--- src/rtl/dbt_div_cell.sv ---
`timescale 1ns / 1ps
`default_nettype none
// ----------------------------------------------------------------------------
// dbt_div_cell
// One restoring-division step: shift in a numerator bit, try the subtract,
// shift the quotient bit in at the bottom, pass the item on.
// ----------------------------------------------------------------------------
module dbt_div_cell #(
    parameter int NW = 8,
    parameter int DW = 8,
    parameter int PW = 1
) (
    input  logic          clk,
    input  logic          rst_n,
    input  logic          valid_in,
    input  logic [DW-1:0] rem_in,
    input  logic [NW-1:0] nq_in,
    input  logic [DW-1:0] den_in,
    input  logic [PW-1:0] pay_in,
    output logic          valid_out,
    output logic [DW-1:0] rem_out,
    output logic [NW-1:0] nq_out,
    output logic [DW-1:0] den_out,
    output logic [PW-1:0] pay_out
);

    logic          valid_reg;
    logic [DW-1:0] rem_reg, rem_next;
    logic [NW-1:0] nq_reg, nq_next;
    logic [DW-1:0] den_reg;
    logic [PW-1:0] pay_reg;
    logic [DW:0]   trial;
    logic [DW:0]   diff;
    logic          ge;

    always_comb
    begin
        trial    = {rem_in, nq_in[NW-1]};
        diff     = trial - {1'b0, den_in};
        ge       = trial >= {1'b0, den_in};
        rem_next = ge ? diff[DW-1:0] : trial[DW-1:0];
        nq_next  = {nq_in[NW-2:0], ge};
    end

    always_ff @(posedge clk or negedge rst_n)
    begin
        if (!rst_n)
        begin
            valid_reg <= 1'b0;
        end
        else
        begin
            valid_reg <= valid_in;
        end
    end

    always_ff @(posedge clk)
    begin
        rem_reg <= rem_next;
        nq_reg  <= nq_next;
        den_reg <= den_in;
        pay_reg <= pay_in;
    end

    assign valid_out = valid_reg;
    assign rem_out   = rem_reg;
    assign nq_out    = nq_reg;
    assign den_out   = den_reg;
    assign pay_out   = pay_reg;

endmodule

`default_nettype wire

--- src/rtl/dbt_div_chain.sv ---
`timescale 1ns / 1ps
`default_nettype none
// ----------------------------------------------------------------------------
// dbt_div_chain
// Unsigned divider built as a row of NW step cells, one quotient bit each.
// ----------------------------------------------------------------------------
module dbt_div_chain #(
    parameter int NW = 8,
    parameter int DW = 8,
    parameter int PW = 1
) (
    input  logic          clk,
    input  logic          rst_n,
    input  logic          valid_in,
    input  logic [NW-1:0] num_in,
    input  logic [DW-1:0] den_in,
    input  logic [PW-1:0] pay_in,
    output logic          valid_out,
    output logic [NW-1:0] quo_out,
    output logic [PW-1:0] pay_out
);

    logic          v_s   [NW+1];
    logic [DW-1:0] r_s   [NW+1];
    logic [NW-1:0] nq_s  [NW+1];
    logic [DW-1:0] d_s   [NW+1];
    logic [PW-1:0] p_s   [NW+1];

    assign v_s[0]  = valid_in;
    assign r_s[0]  = '0;
    assign nq_s[0] = num_in;
    assign d_s[0]  = den_in;
    assign p_s[0]  = pay_in;

    for (genvar i = 0; i < NW; i++)
    begin : g_cell
        dbt_div_cell #(
            .NW (NW),
            .DW (DW),
            .PW (PW)
        ) u_cell (
            .clk       (clk),
            .rst_n     (rst_n),
            .valid_in  (v_s[i]),
            .rem_in    (r_s[i]),
            .nq_in     (nq_s[i]),
            .den_in    (d_s[i]),
            .pay_in    (p_s[i]),
            .valid_out (v_s[i+1]),
            .rem_out   (r_s[i+1]),
            .nq_out    (nq_s[i+1]),
            .den_out   (d_s[i+1]),
            .pay_out   (p_s[i+1])
        );
    end

    assign valid_out = v_s[NW];
    assign quo_out   = nq_s[NW];
    assign pay_out   = p_s[NW];

endmodule

`default_nettype wire

--- config.mk ---
export PLATFORM = sky130hd
export DESIGN_NAME = dbt_div_chain
export DESIGN_NICKNAME = d
export VERILOG_FILES = /design/src/rtl/dbt_div_cell.sv /design/src/rtl/dbt_div_chain.sv
export SDC_FILE = /design/constraint.sdc
export NUM_CORES = 1
export LEC_CHECK = 0
export ABC_CLOCK_PERIOD_IN_PS = 4040
export BUFFER_PORTS_ARGS = -buffer_cell sky130_fd_sc_hd__clkbuf_2
export CAP_MARGIN = 20
export CORE_ASPECT_RATIO = 0.9
export CORE_MARGIN = 1.5
export CORE_UTILIZATION = 55
export DETAILED_ROUTE_END_ITERATION = 8
export HOLD_SLACK_MARGIN = 0.12
export PLACE_DENSITY_LB_ADDON = 0.2
export SKIP_CTS_REPAIR_TIMING = 1
export SYNTH_ARGS = -nofsm -noshare
export SYNTH_HDL_FRONTEND = slang
export SYNTH_SLANG_ARGS = --single-unit
--- constraint.sdc ---
create_clock -name clk -period 4.04 [get_ports clk]
set_clock_uncertainty 0.15 [all_clocks]
set_input_delay 0.606 -clock clk [delete_from_list [all_inputs] [get_ports clk]]
set_output_delay 0.606 -clock clk [all_outputs]
set_load 0.03 [all_outputs]
==> results.py, run 1 <==
metrics = {
    "global_routing": {
        "grt.overflow.total": 0,
        "grt_pass1_vias": 4651,
        "grt_usage": 0.192,
        "grt_max_degree": 17,
        "grt_pass1_wl_microns": 20200,
        "grt_antenna_before_repair": 0,
    },
    "power": {
        "p_per_area_nw_per_um2": 633,
        "leakagePower_uw": 0.00379,
        "ir_drop_uv": 379,
    },
    "min_path": {
        "hp-class": "in -> reg",
        "hold_start": "den_in[5]",
    },
    "timing": {
        "tns_ns": 0,
        "finalMaxSlewViolations": 0,
        "rsz0062_at_grt": "false",
        "finalHoldViolations": 0,
        "min_period_ns": 2.39,
        "period_share": 0.593,
        "setup_viol": 0,
        "setup_slack_ns": 1.65,
        "slew_headroom": 0.599,
        "max_clock_freq_ghz": 0.418,
        "tightest_slew_ns": 0.601,
    },
    "floorplan": {
        "die_h_microns": 111,
        "die-area_sq_um": 13700,
        "initial_utilization": 0.563,
        "die_w_microns": 123,
        "fp-row-count": 39,
        "core_sq_um": 12700,
        "io-pin-count": 30,
    },
    "layout": {
        "nets": 800,
        "drive_gt1_frac": 0.111,
        "seqCellArea_sq_um": 3880,
        "diodes": 0,
        "area_growth_pct": 13.6,
        "final_cell_area_sq_um": 8110,
        "multi_input_area_sq_um": 2910,
        "post-route-util": 0.639,
        "fill_cells": 1038,
    },
    "place": {
        "port_buffers": 29,
        "hpwl_microns": 9020,
        "gp_congestion": 0.882,
        "dpl_worst_slack_ns": 1.68,
        "placed_cell_area_sq_um": 7450,
    },
    "yosys": {
        "syn_nets": 748,
        "synth_cells": 664,
        "netlist_area_sq_um": 7140,
        "avgSynthCellArea_sq_um": 10.7,
        "yosysUniqueCellTypes": 49,
        "ys_warn_count": 0,
        "yosysSeqAreaShare": 0.544,
        "synth_top_flop_cell": "dfxtp_1",
        "synth.area.top_cells": "dfxtp_1 (52%), ha_1 (10%), inv_1 (4.3%), o21ai_0 (3.3%), dfrtp_1 (2.8%)",
        "ys_ff_latch": 192,
        "async_flop_share": 0.0417,
        "synth_top_area_share": 0.516,
        "yosysMostFrequentCell": "dfxtp_1",
        "synthTopCellsByCount": "dfxtp_1 (184), inv_1 (81), ha_1 (58), nand2_1 (51), o21ai_0 (47)",
        "yosysTopAreaCell": "dfxtp_1",
        "synth_edf_count": 0,
    },
    "setup_path": {
        "worstSetupEndpointType": "register",
        "start_kind": "register",
        "r2r_start": "g_cell[2].u_cell.den_out[3]",
        "startpoint": "g_cell[2].u_cell.den_out[3]",
        "required_ns": 4.19,
        "arrival_ns": 2.54,
        "critical_path_class": "reg -> reg",
        "critPathMaxFanout": 8,
    },
    "status": {
        "run_status": "finished clean",
    },
    "detailed_routing": {
        "drcViolationCount": 0,
        "viasPerCell": 5.12,
        "wl_per_cell_microns": 13.4,
        "ant_nets": 0,
        "wl_microns": 12000,
        "via_count": 4571,
        "drt-initial-drc-count": 232,
        "firstDrtPassIters": 4,
    },
    "clock_network": {
        "cts_sinks": 192,
        "cts_root_buf": "clkbuf_16",
        "cts_inserted_buffers": 17,
        "clk_latency_ns": 0.43,
        "cts_max_path_buffers": 2,
        "clk_pin_slew_ns": 0.06,
        "h-tree-depth": 4,
        "tritoncts": "yes",
    },
    "job": {
        "maxCapViolCount": 0,
    },
}
==> per-stage QoR <==
step | instances | power, uW | hold slack (ns)
6_report | 892 | 5130 | 0.148
5_1_grt | 892 | 5460 | 0.120
4_1_cts | 882 | 5180 | -0.155
3_5_place_dp | 851 | 3620 | 0.162
3_3_place_gp | 851 | 3550 | 0.160
2_1_floorplan | 664 | 3340 | 0.160
==> logic make-up after synthesis <==
group                    synth area share
flip-flops                          0.544
AND/OR/NAND/NOR                     0.103
buffers and inverters              0.0480
AO/OA/AOI/OAI                       0.138
adder cells (fa/ha/maj)             0.119
XOR/XNOR                           0.0245
multiplexers                       0.0240
==> state kept, by name, summed over array words and instances (netlist names) <==
name and cells:
g_cell.u_cell.den_out 56, g_cell.u_cell.nq_out 64, g_cell.u_cell.pay_out 8, g_cell.u_cell.rem_out 56, g_cell.u_cell.valid_out 8
==> worst paths after layout <==
kind | depth (start not counted) | slack (ns) | end
worst max-delay path | 7 | 1.65 | g_cell[3].u_cell.rem_out[3]
worst min-delay path | 1 | 0.15 | g_cell[0].u_cell.den_out[5]
worst max register to register | 7 | 1.65 | g_cell[3].u_cell.rem_out[3]
worst min register to register | 0 | 0.18 | g_cell[6].u_cell.nq_out[6]
max in group asynchronous | 2 | 3.17 | g_cell[3].u_cell.valid_out
min in group asynchronous | 2 | 0.40 | g_cell[4].u_cell.valid_out
==> worst max-delay path, cell delays in order (launching register included) <==
cell	delay, ns
dfxtp_1	0.40
inv_1	0.07
ha_1	0.36
a21o_1	0.19
a21oi_2	0.14
o21ai_1	0.12
a41oi_4	0.43
mux2_1	0.41
==> metal layers <==
metal | up-vias | global-route usage | wire length (microns)
met5 | - | 0 | 0
met4 | 0 | 0.0889 | 264
met3 | 28 | 0.0612 | 399
met2 | 69 | 0.328 | 6120
met1 | 2119 | 0.215 | 5190
li1 | 2355 | - | -
==> cell type report <==
type / instances / area share
Sequential cell: 192 / 0.479
Multi-Input combinational cell: 385 / 0.359
Clock buffer: 21 / 0.0594
Inverter: 81 / 0.0375
Timing Repair Buffer: 39 / 0.0303
Tap cell: 164 / 0.0253
Clock inverter: 10 / 0.00942
==> placed cells by master (no fill, tap or decap), types with 14 or more instances in the layout <==
cell type  synthesis  routed
a21oi_1           34      34
clkbuf_2           0      29
inv_1             81      81
dfxtp_1          184     184
nor2_1            26      26
clkbuf_16          0      18
ha_1              58      58
nand2b_1          14      14
o21ai_0           47      47
nand2_1           51      51
==> report_power, final <==
part	total (uW)	internal, uW	switching [uW]
registers	2290	2170	117
logic	1310	576	733
clock network	1540	857	678
total	5130	3600	1530
Power figures use the tool's default switching activity.
==> run 2, diff against run 1 <==
--- a/config.mk
+++ b/config.mk
@@ -5,7 +5,8 @@
 export SDC_FILE = /design/constraint.sdc
 export NUM_CORES = 1
 export LEC_CHECK = 0
-export ABC_CLOCK_PERIOD_IN_PS = 4040
+export ABC_AREA = 1
+export ABC_CLOCK_PERIOD_IN_PS = 1900
 export BUFFER_PORTS_ARGS = -buffer_cell sky130_fd_sc_hd__clkbuf_2
 export CAP_MARGIN = 20
 export CORE_ASPECT_RATIO = 0.9
==> constraint.sdc (replaced) <==
create_clock -name clk -period 1.9 [get_ports clk]
set_clock_uncertainty 0.15 [all_clocks]
set_input_delay 0.285 -clock clk [delete_from_list [all_inputs] [get_ports clk]]
set_output_delay 0.285 -clock clk [all_outputs]
set_load 0.03 [all_outputs]
==> run 2 against run 1 <==
Net effect:
- core utilization up 5.1 points
- fmax is 31% higher
- register-to-register slack worse by 1.6 ns
- critical path type unchanged
- flip-flop and latch count unchanged
- worst hold slack gained 0.027 ns
==> results.py, run 2 <==
metrics = {
    "status": {
        "run_status": "finished clean",
    },
    "layout": {
        "largest_reg_flops": 64,
        "diodes": 0,
        "drive_gt1_frac": 0.153,
        "final_cell_mix": "nand2_1 (261), dfxtp_1 (182), inv_1 (151)",
        "nets": 1087,
        "seqCellArea_sq_um": 3890,
        "area_growth_pct": 21.4,
        "final_common_cell": "nand2_1",
        "fill_cells": 1092,
        "multi_input_area_sq_um": 3450,
    },
    "detailed_routing": {
        "wl_microns": 15100,
        "viasPerCell": 4.82,
        "highest_layer": "met4",
        "drt-initial-drc-count": 461,
        "wl_met2_microns": 6840,
        "m1WireLength_microns": 7450,
        "via_count": 5701,
        "wl_met3_microns": 733,
        "firstDrtPassIters": 6,
        "wl_per_cell_microns": 12.8,
        "ant_nets": 0,
        "drcViolationCount": 0,
    },
    "timing": {
        "setup_viol": 0,
        "rsz0062_at_grt": "true",
        "min_period_ns": 1.83,
        "setup_slack_ns": 0.0708,
        "slew_headroom": 0.758,
        "holdWs_ns": 0.174,
        "tightest_slew_ns": 0.362,
        "max_clock_freq_ghz": 0.547,
        "finalMaxSlewViolations": 0,
        "period_share": 0.963,
        "finalHoldViolations": 0,
    },
    "power": {
        "leakagePower_uw": 0.00487,
        "p_per_area_nw_per_um2": 1270,
        "power.total_uw": 11800,
        "ir_drop_uv": 677,
    },
    "place": {
        "hpwl_microns": 10900,
        "port_buffers": 29,
        "gp_congestion": 0.914,
        "dpl_worst_slack_ns": -0.0889,
    },
    "global_routing": {
        "grt_antenna_before_repair": 0,
        "grt_usage": 0.211,
        "grt.overflow.total": 0,
        "grt_pass1_wl_microns": 24100,
        "grt_pass1_vias": 5190,
        "grt_max_degree": 19,
    },
    "yosys": {
        "yosysMostFrequentCell": "nand2_1",
        "synth_cells": 908,
        "ys_ff_latch": 192,
        "avgSynthCellArea_sq_um": 8.43,
        "netlist_area_sq_um": 7650,
        "yosysTopAreaCell": "dfxtp_1",
        "synthTopCellsByCount": "nand2_1 (264), dfxtp_1 (184), inv_1 (153), nand3_1 (88), ha_1 (58)",
        "synth_top_flop_cell": "dfxtp_1",
        "synth_edf_count": 0,
        "ys_warn_count": 0,
        "yosysSeqAreaShare": 0.508,
        "syn_nets": 992,
        "yosysUniqueCellTypes": 27,
        "synth_top_area_share": 0.481,
        "async_flop_share": 0.0417,
        "synth.area.top_cells": "dfxtp_1 (48%), nand2_1 (13%), ha_1 (9.5%), inv_1 (7.5%), nand3_1 (5.8%)",
    },
    "floorplan": {
        "core_sq_um": 13500,
        "io-pin-count": 30,
        "die_w_microns": 127,
        "fp-row-count": 40,
        "die-area_sq_um": 14600,
        "initial_utilization": 0.568,
        "die_h_microns": 115,
    },
    "min_path": {
        "hp-class": "reg -> reg",
        "hold_start": "g_cell[2].u_cell.nq_out[4]",
    },
    "setup_path": {
        "worstSetupEndpointType": "register",
        "critPathMaxFanout": 7,
        "r2r_start": "g_cell[4].u_cell.den_out[2]",
        "critical_path_class": "reg -> reg",
        "start_kind": "register",
        "required_ns": 2.07,
        "arrival_ns": 2.00,
        "startpoint": "g_cell[4].u_cell.den_out[2]",
    },
    "clock_network": {
        "clk_pin_slew_ns": 0.07,
        "cts_max_path_buffers": 2,
        "cts_root_buf": "clkbuf_16",
        "h-tree-depth": 4,
        "clk_latency_ns": 0.43,
        "cts_sinks": 192,
        "cts_inserted_buffers": 17,
        "tritoncts": "yes",
    },
    "job": {
        "maxCapViolCount": 0,
    },
}
[run 2: changes by cell type in the layout (fill, tap and decap cells not counted), sizes merged, moves of 10 or more]
cell,change
dlygate4sd3,+11
nand3,+85
nor2,+17
o21ai,-46
inv,+78
buf,+28
mux2,-10
nand2,+233
nand2b,-14
nor2b,-13
[run 2: through the flow]
step           utilization  TNS (ns)  std cells  area (sq um)
5_1_grt              0.690   -0.0985       1184          9290
4_1_cts              0.645    -0.779       1153          8680
3_3_place_gp         0.602    -0.732       1121          8110
6_report             0.690         0       1184          9290
2_1_floorplan            -         0        908          7650
3_5_place_dp         0.602    -0.539       1121          8110
[run 2: where the power goes]
group / total, uW / switching (uW) / internal [uW]
logic: 3530 / 2060 / 1480
registers: 4910 / 315 / 4590
clock network: 3380 / 1580 / 1800
total: 11800 / 3950 / 7880
[run 2: path summary, 6_finish.rpt]
path	endpoint	slack, ns	cells after the start
hold / removal	g_cell[3].u_cell.nq_out[5]	0.17	0
setup reg to reg	g_cell[5].u_cell.rem_out[5]	0.07	8
max in group asynchronous	g_cell[6].u_cell.valid_out	0.66	3
setup / recovery	g_cell[5].u_cell.rem_out[5]	0.07	8
min in group asynchronous	g_cell[0].u_cell.valid_out	0.68	3
hold reg to reg	g_cell[3].u_cell.nq_out[5]	0.17	0
[run 2: cells by family (layout without fill, tap and decap cells)]
logic type / Yosys count / in the layout / share of synthesized area
compound gates: 34 / 34 / 0.0252
xor+xnor: 19 / 19 / 0.0217
fa+ha+maj: 64 / 64 / 0.111
buf+inv: 160 / 264 / 0.0839
flops: 192 / 192 / 0.508
simple gates: 439 / 443 / 0.251
[run 2: routing by layer]
layer / vias to the layer above / global-route usage
met1: 2523 / 0.290
met4: 0 / 0.0568
met5: - / 0
li1: 3022 / -
met2: 143 / 0.333
met3: 13 / 0.0549
[run 2: layout make-up]
type	count	share of cell area
multi-input combinational	560	0.372
sequential	192	0.418
clock inverter	12	0.0124
inverter	154	0.0622
timing repair buffer	78	0.0636
tap	168	0.0226
clock buffer	20	0.0492
[run 2: critical path: stages (launching register included)]
cell     delay, ns
dfxtp_1       0.41
inv_1         0.07
ha_2          0.39
nand2_1       0.06
nor2_1        0.21
a21oi_4       0.12
buf_4         0.16
nand3_1       0.08
nand2_1       0.06
